==> src/hw/rtl/lvm_pkg.sv <==
// Shared types and constants for the look-at view matrix block.
package lvm_pkg;

  localparam int QDEPTH = 4;
  localparam int QAW    = $clog2(QDEPTH);

  localparam logic [1:0] ROW_RIGHT = 2'd0;
  localparam logic [1:0] ROW_UP    = 2'd1;
  localparam logic [1:0] ROW_BACK  = 2'd2;

  // half an LSB of Q16.16 when rounding a Q32.32 sum
  localparam int RND_HALF = 32768;

  typedef logic signed [31:0] q16_t;
  typedef logic signed [32:0] diff_t;
  typedef logic signed [34:0] nvec_t;
  typedef logic signed [17:0] unit_t;
  typedef logic signed [19:0] ax_t;

  typedef struct packed {
    q16_t  [2:0] eye;
    diff_t [2:0] d;
    q16_t  [2:0] up;
  } item_t;

  typedef struct packed {
    logic        start;
    nvec_t [2:0] v;
  } nreq_t;

  typedef struct packed {
    logic        done;
    logic        deg;
    unit_t [2:0] r;
  } nrsp_t;

endpackage

==> src/hw/rtl/lvm_queue.sv <==
// Short FIFO of camera setups between the front end and the back end.
module lvm_queue (
  input  logic           clk,
  input  logic           rst,
  input  logic           push,
  input  lvm_pkg::item_t wdata,
  input  logic           pop,
  output lvm_pkg::item_t head,
  output logic           full,
  output logic           empty
);
  import lvm_pkg::*;

  item_t          mem [QDEPTH];
  logic [QAW-1:0] wp;
  logic [QAW-1:0] rp;
  logic [QAW:0]   cnt;

  assign full  = (cnt == (QAW+1)'(QDEPTH));
  assign empty = (cnt == '0);
  assign head  = mem[rp];

  always_ff @(posedge clk) begin
    if (rst) begin
      wp  <= '0;
      rp  <= '0;
      cnt <= '0;
    end else begin
      if (push) wp <= (wp == QAW'(QDEPTH - 1)) ? '0 : wp + 1'b1;
      if (pop)  rp <= (rp == QAW'(QDEPTH - 1)) ? '0 : rp + 1'b1;
      if (push && !pop) cnt <= cnt + 1'b1;
      else if (pop && !push) cnt <= cnt - 1'b1;
    end
  end

  always_ff @(posedge clk) begin
    if (push) mem[wp] <= wdata;
  end

  a_no_overflow: assert property (@(posedge clk) disable iff (rst) push |-> !full)
    else $error("queue written while full");
  a_no_underflow: assert property (@(posedge clk) disable iff (rst) pop |-> !empty)
    else $error("queue read while empty");

endmodule

==> config.mk <==
export PLATFORM = sky130hd
export DESIGN_NAME = lvm_queue
export DESIGN_NICKNAME = d
export VERILOG_FILES = /design/src/hw/rtl/lvm_pkg.sv /design/src/hw/rtl/lvm_queue.sv
export SDC_FILE = /design/constraint.sdc
export NUM_CORES = 1
export LEC_CHECK = 0
export BUFFER_PORTS_ARGS = -buffer_cell sky130_fd_sc_hd__buf_4
export CORE_ASPECT_RATIO = 0.8
export CORE_UTILIZATION = 56
export DETAILED_ROUTE_END_ITERATION = 7
export GPL_TIMING_DRIVEN = 1
export PLACE_DENSITY = 0.78
export SETUP_SLACK_MARGIN = 0.1
export SLEW_MARGIN = 20
export SYNTH_ARGS = -nofsm -noshare
export SYNTH_HDL_FRONTEND = slang
export SYNTH_SLANG_ARGS = --single-unit
==> constraint.sdc <==
create_clock -name clk -period 12.7 [get_ports clk]
set_clock_uncertainty 0.2 [all_clocks]
set_input_delay 0.635 -clock clk [delete_from_list [all_inputs] [get_ports clk]]
set_output_delay 0.635 -clock clk [all_outputs]
set_load 0.05 [all_outputs]
**After elaboration in Yosys (flattened, before gate mapping)**

Memories as Yosys holds them, arrays and structs flattened. A register that Yosys moved wholly into a read port is not among the register bits.
Cells that the tools add are included.
W data, S select, Z words.

- Output and inout bits: 293
- Memories: 1
- Bits in writable memories: 1,164
- Flip-flop bits (word level): 7

Memories:

| name | depth | width | read ports | clocked after Yosys merged registers in | wr ports | RTL line | RTL |
|---|---|---|---|---|---|---|---|
| mem | 4 | 291 | 1 | 1 | 1 | lvm_queue.sv:14 | `item_t mem [QDEPTH];` |

- Mux-type cells: 8
- Reductions and logical operators: 6
- Equal/unequal tests: 3
- Add/subtract/negate cells: 4

Operators with widths:

| cell | number |
|---|---|
| $mux W2 | 4 |
| $mux W3 | 2 |
| $add A2 B1 Y2 const B | 2 |
| $eq A2 B2 Y1 const B | 2 |
| $add A3 B1 Y3 const B | 1 |
| $eq A3 B3 Y1 const B | 1 |
| $logic_not A3 Y1 | 1 |
| $sub A3 B1 Y3 const B | 1 |
| $logic_and A1 B1 Y1 | 2 |
| $logic_not A1 Y1 | 2 |
| $mux W1 | 2 |
| $reduce_bool A2 Y1 | 1 |

**Logic depth before layout (Yosys ltp)**

Gate-level depths: netlist of the first run.

- Word-level depth: 4
- Mapped depth: 7
- Gate-level depth less buffers: 7

**Worst setup path after synthesis of the first run**

Ideal clock, no wire load.

- Path type: input port to flip-flop
- Start: in push
- End: mem mem[0][0] (netlist bit) (enable)
- Stages on the path: 1
- Setup slack: 4.611 ns
- Path buffers: 0
- Required time: 11.812 ns
- Arrival time: 7.201 ns
- Cell sequence: and2_1

- Word-level cells in the longest chain between the ends: 2

Ends and longest elaborated chain:

| what | RTL line | RTL |
|---|---|---|
| from (decl) | lvm_queue.sv:5 | `input logic push,` |
| $mux W1 | lvm_queue.sv:37 | `if (push) mem[wp] <= wdata;` |
| $mux W1 (implied by the code) | lvm_queue.sv:37 |  |
| to (decl) | lvm_queue.sv:14 |  |

No other way between the ends.

==> impl_metrics.json, run 1 <==
{
  "status": "finished, final reports clean",
  "grt_remaining_overflow": 0,
  "yosysMostFrequentCell": "edfxtp_1",
  "synth_enable_flop_cells": 1164,
  "nets": 2811,
  "finalNonFillerCells": 3626,
  "drcViolationCount": 0,
  "wl_per_cell_um": 27.2,
  "r2r_start": "wp[0]$_SDFFE_PP0P_",
  "fillers": 4092,
  "hold_path.class": "in -> reg",
  "start_util": 0.567,
  "ys_top_cells_by_count": "edfxtp_1 (1164), mux4_2 (291), buf_12 (32)",
  "async_flop_share": 0,
  "r2r_setup_slack_ns": 8.90,
  "critical_path_buf_inv_count": 3,
  "regToRegEndpoint": "mem[3][156]$_DFFE_PP_",
  "min_period_ns": 4.94,
  "cts_tree": "yes",
  "post-cts-setup-buffers": 0,
  "critPathMaxFanout": 105,
  "endpoint": "head[259]",
  "p_per_area_nw_per_um2": 167,
  "syn_nets": 1866,
  "cts_buffers": 106,
  "rr_worst_depth": 4,
  "cp_top_family": "buffers and inverters",
  "synth.distinct_cells": 19,
  "grtUsageTotal": 0.256,
  "post_cts_resized": 0,
  "netlist_instances": 1564,
  "vias_per_cell": 5.75,
  "portBuffers": 587,
  "hpwlAfterDp_mm": 52.5,
  "die-area_um2": 77500,
  "worst_pin_slew_ns": 1.13,
  "yosys_warnings": 0,
  "ios": 588,
  "synth_top_area_share": 0.818,
  "drt-total-wl_mm": 98.7,
  "cts-root-buf": "clkbuf_16",
  "drtIter0Drc": 1762,
  "dp.cells": 3121,
  "fin_crit_sh": 0.389,
  "cp_cell_sequence": "buf_4 -> buf_12 -> mux4_2 -> buf_4",
  "die_w_um": 311,
  "grt_pass1_vias": 22500,
  "path_clk_slew_ns": 0.06,
  "ys_top_cells_by_area": "edfxtp_1 (82%), mux4_2 (15%), buf_12 (1.5%), dfxtp_1 (0.42%), buf_2 (0.34%)",
  "crit_type": "reg -> out",
  "syn_area_per_cell_um2": 27.3,
  "ys_seq_area_frac": 0.822,
  "drtAntennaViolNets": 0,
  "hold_violations": 0,
  "setup_viol": 0,
  "first_pass_iters": 5,
  "cts_buffer_depth": 3,
  "clock_sink_count": 1173,
  "syn_area_um2": 42800,
  "final.setup.tns_ns": 0,
  "max_freq_mhz": 203,
  "endpoint_kind": "output port",
  "crit_arrival_ns": 4.10,
  "place.gp.congestion": 0.784,
  "max_stage_delay_ns": 0.84,
  "grt_pass1_wl_mm": 145,
  "dr_total_vias": 20900,
  "worstSetupPathDepth": 4,
  "std_cell_rows": 90,
  "layout-drive-gt1-share": 0.408,
  "required_ns": 11.86,
  "peakVddDrop_uv": 171,
  "max_slew_margin": 0.243,
  "antenna_found_initial": 16,
  "hold_slack_ns": 0.112,
  "ys_ff_latch": 1173,
  "synth_flop_cell": "edfxtp_1",
  "rsz0062_at_grt": "false",
  "cp_slowest_cell": "dfxtp_4",
  "maxCapViolations": 0,
  "start_kind": "register",
  "syn_to_final_growth_pct": 27.0,
  "yosys.area.top_type": "edfxtp_1",
  "htree_levels": 3,
  "core_area_um2": 75400,
  "grt_max_degree": 107,
  "leakagePower_nw": 18.4,
  "die_h_um": 249,
  "report.final.slew_viol_count": 0,
  "path_common_cell": "buf_4",
  "insertion_delay_ns": 0.66
}
==> tightest hold or removal path, delay by kind of cell <==
kind	cells	cell delay, ns
buf+inv	1	0.13
mux	1	0.08
simple gates	1	0.08
==> worst min path at each step <==
stage | start | cells past startpoint | end
final | push | 3 | wp[1]$_SDFFE_PP0P_
after global routing | push | 3 | wp[1]$_SDFFE_PP0P_
after CTS | push | 3 | wp[1]$_SDFFE_PP0P_
after detailed placement | cnt[2]$_SDFFE_PP0P_ | 2 | cnt[2]$_SDFFE_PP0P_
after global placement | cnt[2]$_SDFFE_PP0P_ | 2 | cnt[2]$_SDFFE_PP0P_
after floorplan | cnt[2]$_SDFFE_PP0P_ | 2 | cnt[2]$_SDFFE_PP0P_
==> flip-flops by register name, indices dropped and copies added (netlist names), named ones only <==
register / count
cnt: 3
mem: 1164
rp: 2
wp: 2
==> through the flow <==
step / area [um^2] / power, mW / util / worst slack, ns
after floorplan: 42800 / 5.42 / - / 4.61
after global placement: 47800 / 5.74 / 0.634 / 8.32
after detailed placement: 47800 / 5.77 / 0.634 / 8.34
after CTS: 54300 / 9.06 / 0.719 / 7.60
after global routing: 54300 / 9.28 / 0.720 / 7.36
final: 54300 / 9.05 / 0.720 / 7.76
==> power breakdown <==
group	internal [mW]	switching [mW]	total (mW)
sequential	4.44	0.0556	4.50
clock	1.88	1.37	3.25
combinational	0.461	0.831	1.29
total	6.78	2.26	9.05
==> layout by cell type, fill, tap and decap left out <==
cell           synthesis  layout
edfxtp_1            1164    1164
buf_4                  0     608
dlygate4sd3_1          0     292
mux4_2               291     291
clkbuf_16              0     108
clkinv_1               0      27
clkinv_2               0      22
clkbuf_1               3      18
diode_2                0      16
bufinv_16              0      16
nor2_1                 7       7
dfxtp_1                9       7
ha_1                   6       6
inv_1                  4       4
and2_4                 0       4
mux2i_1                4       4
inv_6                  0       3
nor3b_1                2       2
xor2_1                 2       2
a21oi_1                2       2
dfxtp_4                0       2
clkinvlp_4             0       2
buf_12                32       2
nor3_1                 1       1
o21ai_0                1       1
or3_1                  1       1
fa_1                   1       1
clkinv_8               0       1
==> kinds of logic after synthesis <==
family / share of synthesized area
buf+inv: 0.0193
flops: 0.822
fa+ha+maj: 0.00222
xor+xnor: 0.000410
simple gates: 0.00181
compound gates: 0.000351
mux: 0.154
==> area by class of cell <==
type / count / area (um^2) / area share
multi-input combinational: 322 / 6810 / 0.125
sequential: 1173 / 35100 / 0.647
clock buffer: 126 / 2770 / 0.0510
timing repair buffer: 902 / 7530 / 0.139
clock inverter: 71 / 749 / 0.0138
antenna: 16 / 40.0 / 0.000737
tap: 1012 / 1270 / 0.0233
inverter: 4 / 15.0 / 0.000276
==> per-layer routing <==
layer  track usage  share of wire  vias up
li1              -              -     8715
met3        0.0559          0.068      180
met4        0.0936          0.033        4
met2         0.451           0.54      965
met1         0.312           0.36    11000
met5             0        0.00020        -
==> what timing repair did <==
item / 4_1_cts / 5_1_grt
endpoints found under the hold margin: 1173 / 0
hold buffers: 292 / 0
endpoints found under the setup margin: 0 / 0
Power figures use the tool's default switching activity.
==> run 2, diff against run 1 <==
CORE_UTILIZATION = 51   (was 56)
PLACE_DENSITY = 0.75   (was 0.78)
clock period = 4.2 ns   (was 12.7 ns; I/O delays follow)
==> run 2 against run 1 <==
Critical path depth down 1. Worst setup slack worse by 6.8 ns. Largest power group unchanged. Worst hold slack lost 0.033 ns. Largest cell class unchanged. Sequential power rose to 3.0 times the previous value. Clock power grew to 3.0 times the previous value. Sequential share of layout area is 0.56 points lower. Via count is 0.89% lower. Core utilization down 5.6 points. Critical endpoint is now head[151]. Power grew to 3.0 times the previous value. Global-route usage fell by 3.8 points. Non-clock buffer count increased by 29.
==> impl_metrics.json, run 2 (same netlist as run 1, synthesis figures left out) <==
{
  "status": "finished, final reports clean",
  "wl_per_cell_um": 25.1,
  "crit_arrival_ns": 2.85,
  "htree_levels": 3,
  "start_kind": "register",
  "die-area_um2": 85000,
  "ios": 588,
  "regToRegEndpoint": "mem[1][125]$_DFFE_PP_",
  "place.gp.congestion": 0.769,
  "hold_slack_ns": 0.0794,
  "grt_max_degree": 94,
  "top_register": "mem",
  "grtUsageTotal": 0.218,
  "p_per_area_nw_per_um2": 495,
  "r2r_start": "wp[0]$_SDFFE_PP0P_",
  "peakVddDrop_uv": 411,
  "cts_buffers": 107,
  "largest_reg_flops": 1164,
  "min_period_ns": 3.26,
  "drtAntennaViolNets": 0,
  "max_freq_mhz": 307,
  "crit_type": "reg -> out",
  "insertion_delay_ns": 0.67,
  "fillers": 4991,
  "portBuffers": 587,
  "antenna_found_initial": 8,
  "layout-drive-gt1-share": 0.414,
  "r2r_setup_slack_ns": 1.75,
  "worst_pin_slew_ns": 0.982,
  "grt_remaining_overflow": 0,
  "hpwlAfterDp_mm": 54.7,
  "nets": 2841,
  "final_common_cell": "edfxtp_1",
  "cts_buffer_depth": 3,
  "hold_path.class": "in -> reg",
  "grt_pass1_wl_mm": 137,
  "final_cell_mix": "edfxtp_1 (1164), buf_4 (619), dlygate4sd3_1 (296), mux4_2 (291), clkbuf_16 (108)",
  "drcViolationCount": 0,
  "dr_total_vias": 20700,
  "core_area_um2": 82600,
  "die_w_um": 326,
  "endpoint": "head[151]",
  "drt-total-wl_mm": 93.9,
  "setup_viol": 0,
  "post_cts_resized": 0,
  "syn_to_final_growth_pct": 28.2,
  "rsz0062_at_grt": "false",
  "first_pass_iters": 5,
  "grt_pass1_vias": 22100,
  "std_cell_rows": 94,
  "path_clk_slew_ns": 0.06,
  "report.final.slew_viol_count": 0,
  "endpoint_kind": "output port",
  "cts-root-buf": "clkbuf_16",
  "required_ns": 3.79,
  "maxCapViolations": 0,
  "rr_worst_depth": 3,
  "reg_top3": "mem: 1164 flops, cnt: 3 flops",
  "post-cts-setup-buffers": 0,
  "clock_sink_count": 1173,
  "vias_per_cell": 5.52,
  "start_util": 0.518,
  "final.setup.tns_ns": 0,
  "p_total_mw": 27.1,
  "critPathMaxFanout": 28,
  "leakagePower_nw": 18.6,
  "cts_tree": "yes",
  "die_h_um": 261,
  "drtIter0Drc": 1658,
  "hold_violations": 0,
  "max_slew_margin": 0.345,
  "fin_crit_sh": 0.775
}
## run 2: changes by cell type in the layout (fill, tap and decap cells not counted), sizes merged
| cell | delta |
|---|---|
| dlygate4sd3 | +4 |
| diode | -8 |
| clkinvlp | +1 |
| clkbuf | +6 |
| bufinv | -6 |
| inv | +2 |
| buf | +25 |
| clkinv | +1 |
## run 2: how the worst min path moves through the flow
stage               startpoint                    end  slack [ns]  cells past startpoint
floorplan                  rst    cnt[2]$_SDFFE_PP0P_        0.08                      1
finish              wdata[241]  mem[1][241]$_DFFE_PP_        0.08                      2
CTS                 wdata[236]  mem[3][236]$_DFFE_PP_        0.01                      2
global placement    wdata[240]  mem[1][240]$_DFFE_PP_        0.21                      1
global route        wdata[240]  mem[1][240]$_DFFE_PP_        0.03                      2
detailed placement  wdata[253]  mem[0][253]$_DFFE_PP_        0.21                      1
## run 2: area by class of cell
type	count	area, um^2	area share
Multi-Input combinational cell	322	6810	0.124
Clock inverter	69	663	0.0121
Clock buffer	132	2830	0.0517
Tap cell	1104	1380	0.0252
Antenna cell	8	20.0	0.000365
Sequential cell	1173	35100	0.641
Timing Repair Buffer	931	7930	0.145
Inverter	4	15.0	0.000274
## run 2: timing repair
item                        CTS  global route
hold endpoints to repair   1173             0
hold buffers                296             0
setup endpoints to repair     0             0
## run 2: stage by stage
step	cell area, um^2	util	worst slack, ns	std cells
2_1_floorplan	42800	-	0.972	1564
3_3_place_gp	48300	0.585	1.56	3238
3_5_place_dp	48300	0.585	1.54	3238
4_1_cts	54800	0.663	0.770	3735
5_1_grt	54800	0.664	0.711	3741
6_report	54800	0.664	0.943	3743
## run 2: worst max-delay path: stages (launching register included)
cell,delay (ns)
dfxtp_4,0.77
buf_4,0.52
mux4_2,0.62
buf_4,0.22
## run 2: metal layers
| layer | vias to the layer above | share of wire | track usage |
|---|---|---|---|
| met5 | - | 0.00014 | 0 |
| met1 | 10900 | 0.38 | 0.278 |
| met2 | 840 | 0.52 | 0.372 |
| met3 | 173 | 0.069 | 0.0479 |
| li1 | 8784 | - | - |
| met4 | 2 | 0.030 | 0.0794 |
## run 2: power breakdown
group / internal [mW] / leakage, nW / switching, mW
clock network: 5.43 / 1.71 / 4.20
registers: 13.4 / 10.8 / 0.154
logic: 1.43 / 6.09 / 2.49
==> run 3, diff against run 2 <==
CORE_UTILIZATION = 56   (was 51)
PLACE_DENSITY = 0.78   (was 0.75)
clock period = 3.22 ns   (was 4.2 ns; I/O delays follow)
==> run 3 against run 2 <==
Routed wire length up 7.9%. Die area fell by 8.9%. Power grew 30%.
==> impl_metrics.json, run 3 (same netlist as run 1, synthesis figures left out) <==
{
  "cts_tree": "yes",
  "crit_type": "reg -> out",
  "status": "finished, final reports clean",
  "die_h_um": 249,
  "min_from": "wdata[76]",
  "reg_top3": "mem: 1164 flops, cnt: 3 flops",
  "maxCapViolations": 0,
  "holdPathStages": 2,
  "grt_pass1_vias": 23200,
  "p_per_area_nw_per_um2": 640,
  "drtAntennaViolNets": 0,
  "max_slew_margin": 0.555,
  "crit_arrival_ns": 2.62,
  "ios": 588,
  "drtIter0Drc": 1975,
  "leakagePower_nw": 18.7,
  "insertion_delay_ns": 0.66,
  "hold_violations": 0,
  "rsz0062_at_grt": "false",
  "nets": 2882,
  "path_clk_slew_ns": 0.07,
  "final_cell_mix": "edfxtp_1 (1164), buf_4 (607), dlygate4sd3_1 (336), mux4_2 (291), clkbuf_16 (107)",
  "r2r_start": "wp[0]$_SDFFE_PP0P_",
  "place.gp.congestion": 0.779,
  "std_cell_rows": 90,
  "max_stage_delay_ns": 0.72,
  "regToRegEndpoint": "mem[1][103]$_DFFE_PP_",
  "cp_slowest_cell": "dfxtp_4",
  "layout-drive-gt1-share": 0.409,
  "endpoint_kind": "output port",
  "setup_ws_ns": 0.235,
  "largest_reg_flops": 1164,
  "portBuffers": 587,
  "clock_sink_count": 1173,
  "grt_remaining_overflow": 0,
  "core_area_um2": 75400,
  "rr_worst_depth": 3,
  "start_kind": "register",
  "max_freq_mhz": 335,
  "grt_pass1_wl_mm": 149,
  "peakVddDrop_uv": 629,
  "report.final.slew_viol_count": 0,
  "fin_crit_sh": 0.927,
  "worst_pin_slew_ns": 0.667,
  "final_common_cell": "edfxtp_1",
  "final.setup.tns_ns": 0,
  "first_pass_iters": 7,
  "wl_per_cell_um": 27.4,
  "cp_cell_sequence": "buf_12 -> mux4_2 -> buf_4",
  "r2r_setup_slack_ns": 1.01,
  "start_util": 0.567,
  "fillers": 3973,
  "required_ns": 2.86,
  "drcViolationCount": 0,
  "top_register": "mem",
  "min_period_ns": 2.99,
  "dr_total_vias": 21400,
  "die_w_um": 311,
  "drt-total-wl_mm": 101,
  "syn_to_final_growth_pct": 29.0,
  "antenna_found_initial": 16,
  "hold_path.class": "in -> reg",
  "cts_buffer_depth": 3,
  "holdPathEnd": "mem[1][76]$_DFFE_PP_",
  "cts-root-buf": "clkbuf_16",
  "htree_levels": 3,
  "hold_slack_ns": 0.0245,
  "cts_buffers": 106,
  "place_ws_ns": 0.831,
  "setup_viol": 0,
  "grt_max_degree": 74,
  "vias_per_cell": 5.78,
  "die-area_um2": 77500,
  "hpwlAfterDp_mm": 55.1,
  "critPathMaxFanout": 36,
  "grtUsageTotal": 0.264
}
-- run 3: final cells by class --
type,count,area [um^2],share of cell area
flip-flops and latches,1173,35100,0.637
repair buffers,973,8500,0.154
multi-input cells,322,6820,0.124
clock buffers,130,2760,0.0501
well taps,1012,1270,0.0230
clock inverters,64,597,0.0108
diodes,15,37.5,0.000681
inverters,4,15.0,0.000272
-- run 3: layer usage --
metal	part of all wire	wire [um]	global-route usage	vias to the layer above
met5	0.00034	34	0	-
met1	0.35	35700	0.318	11200
li1	-	-	-	8894
met4	0.038	3830	0.104	4
met2	0.54	55000	0.467	1017
met3	0.067	6750	0.0549	229
-- run 3: critical path, delay by kind of cell (launching register included) --
kind	cells	cell delay [ns]
flip-flops	1	0.72
multiplexers	1	0.61
buffers and inverters	2	0.58
-- run 3: timing repair --
| item | 4_1_cts | 5_1_grt |
|---|---|---|
| setup endpoints to repair | 0 | 31 |
| setup buffers | 0 | 0 |
| endpoints found under the hold margin | 1204 | 0 |
| hold buffers | 336 | 0 |
| gates resized for setup | 0 | 2 |
-- run 3: how the worst max path moves through the flow --
stage | startpoint | to | slack, ns | cells past startpoint
floorplan | wp[0]$_SDFFE_PP0P_ | mem[2][0]$_DFFE_PP_ | 0.03 | 3
global placement | register | head[55] | 0.87 | 3
detailed placement | register | head[128] | 0.83 | 3
CTS | register | head[128] | 0.11 | 3
global route | register | head[101] | 0.10 | 3
finish | register | head[106] | 0.23 | 3
-- run 3: per-stage QoR --
step,area [um^2],instances,total power [mW],utilization
finish,55100,3693,35.3,0.731
CTS,55100,3678,35.3,0.730
global route,55100,3692,36.2,0.731
global placement,48400,3148,22.7,0.641
floorplan,42800,1564,21.2,-
detailed placement,48400,3148,22.9,0.641
-- run 3: report_power, final --
part           switching (mW)  leakage (nW)  total [mW]  internal, mW
Combinational            3.33          6.30        5.27          1.93
Sequential              0.213          10.8        17.7          17.5
Clock                    5.51          1.63        12.3          6.79
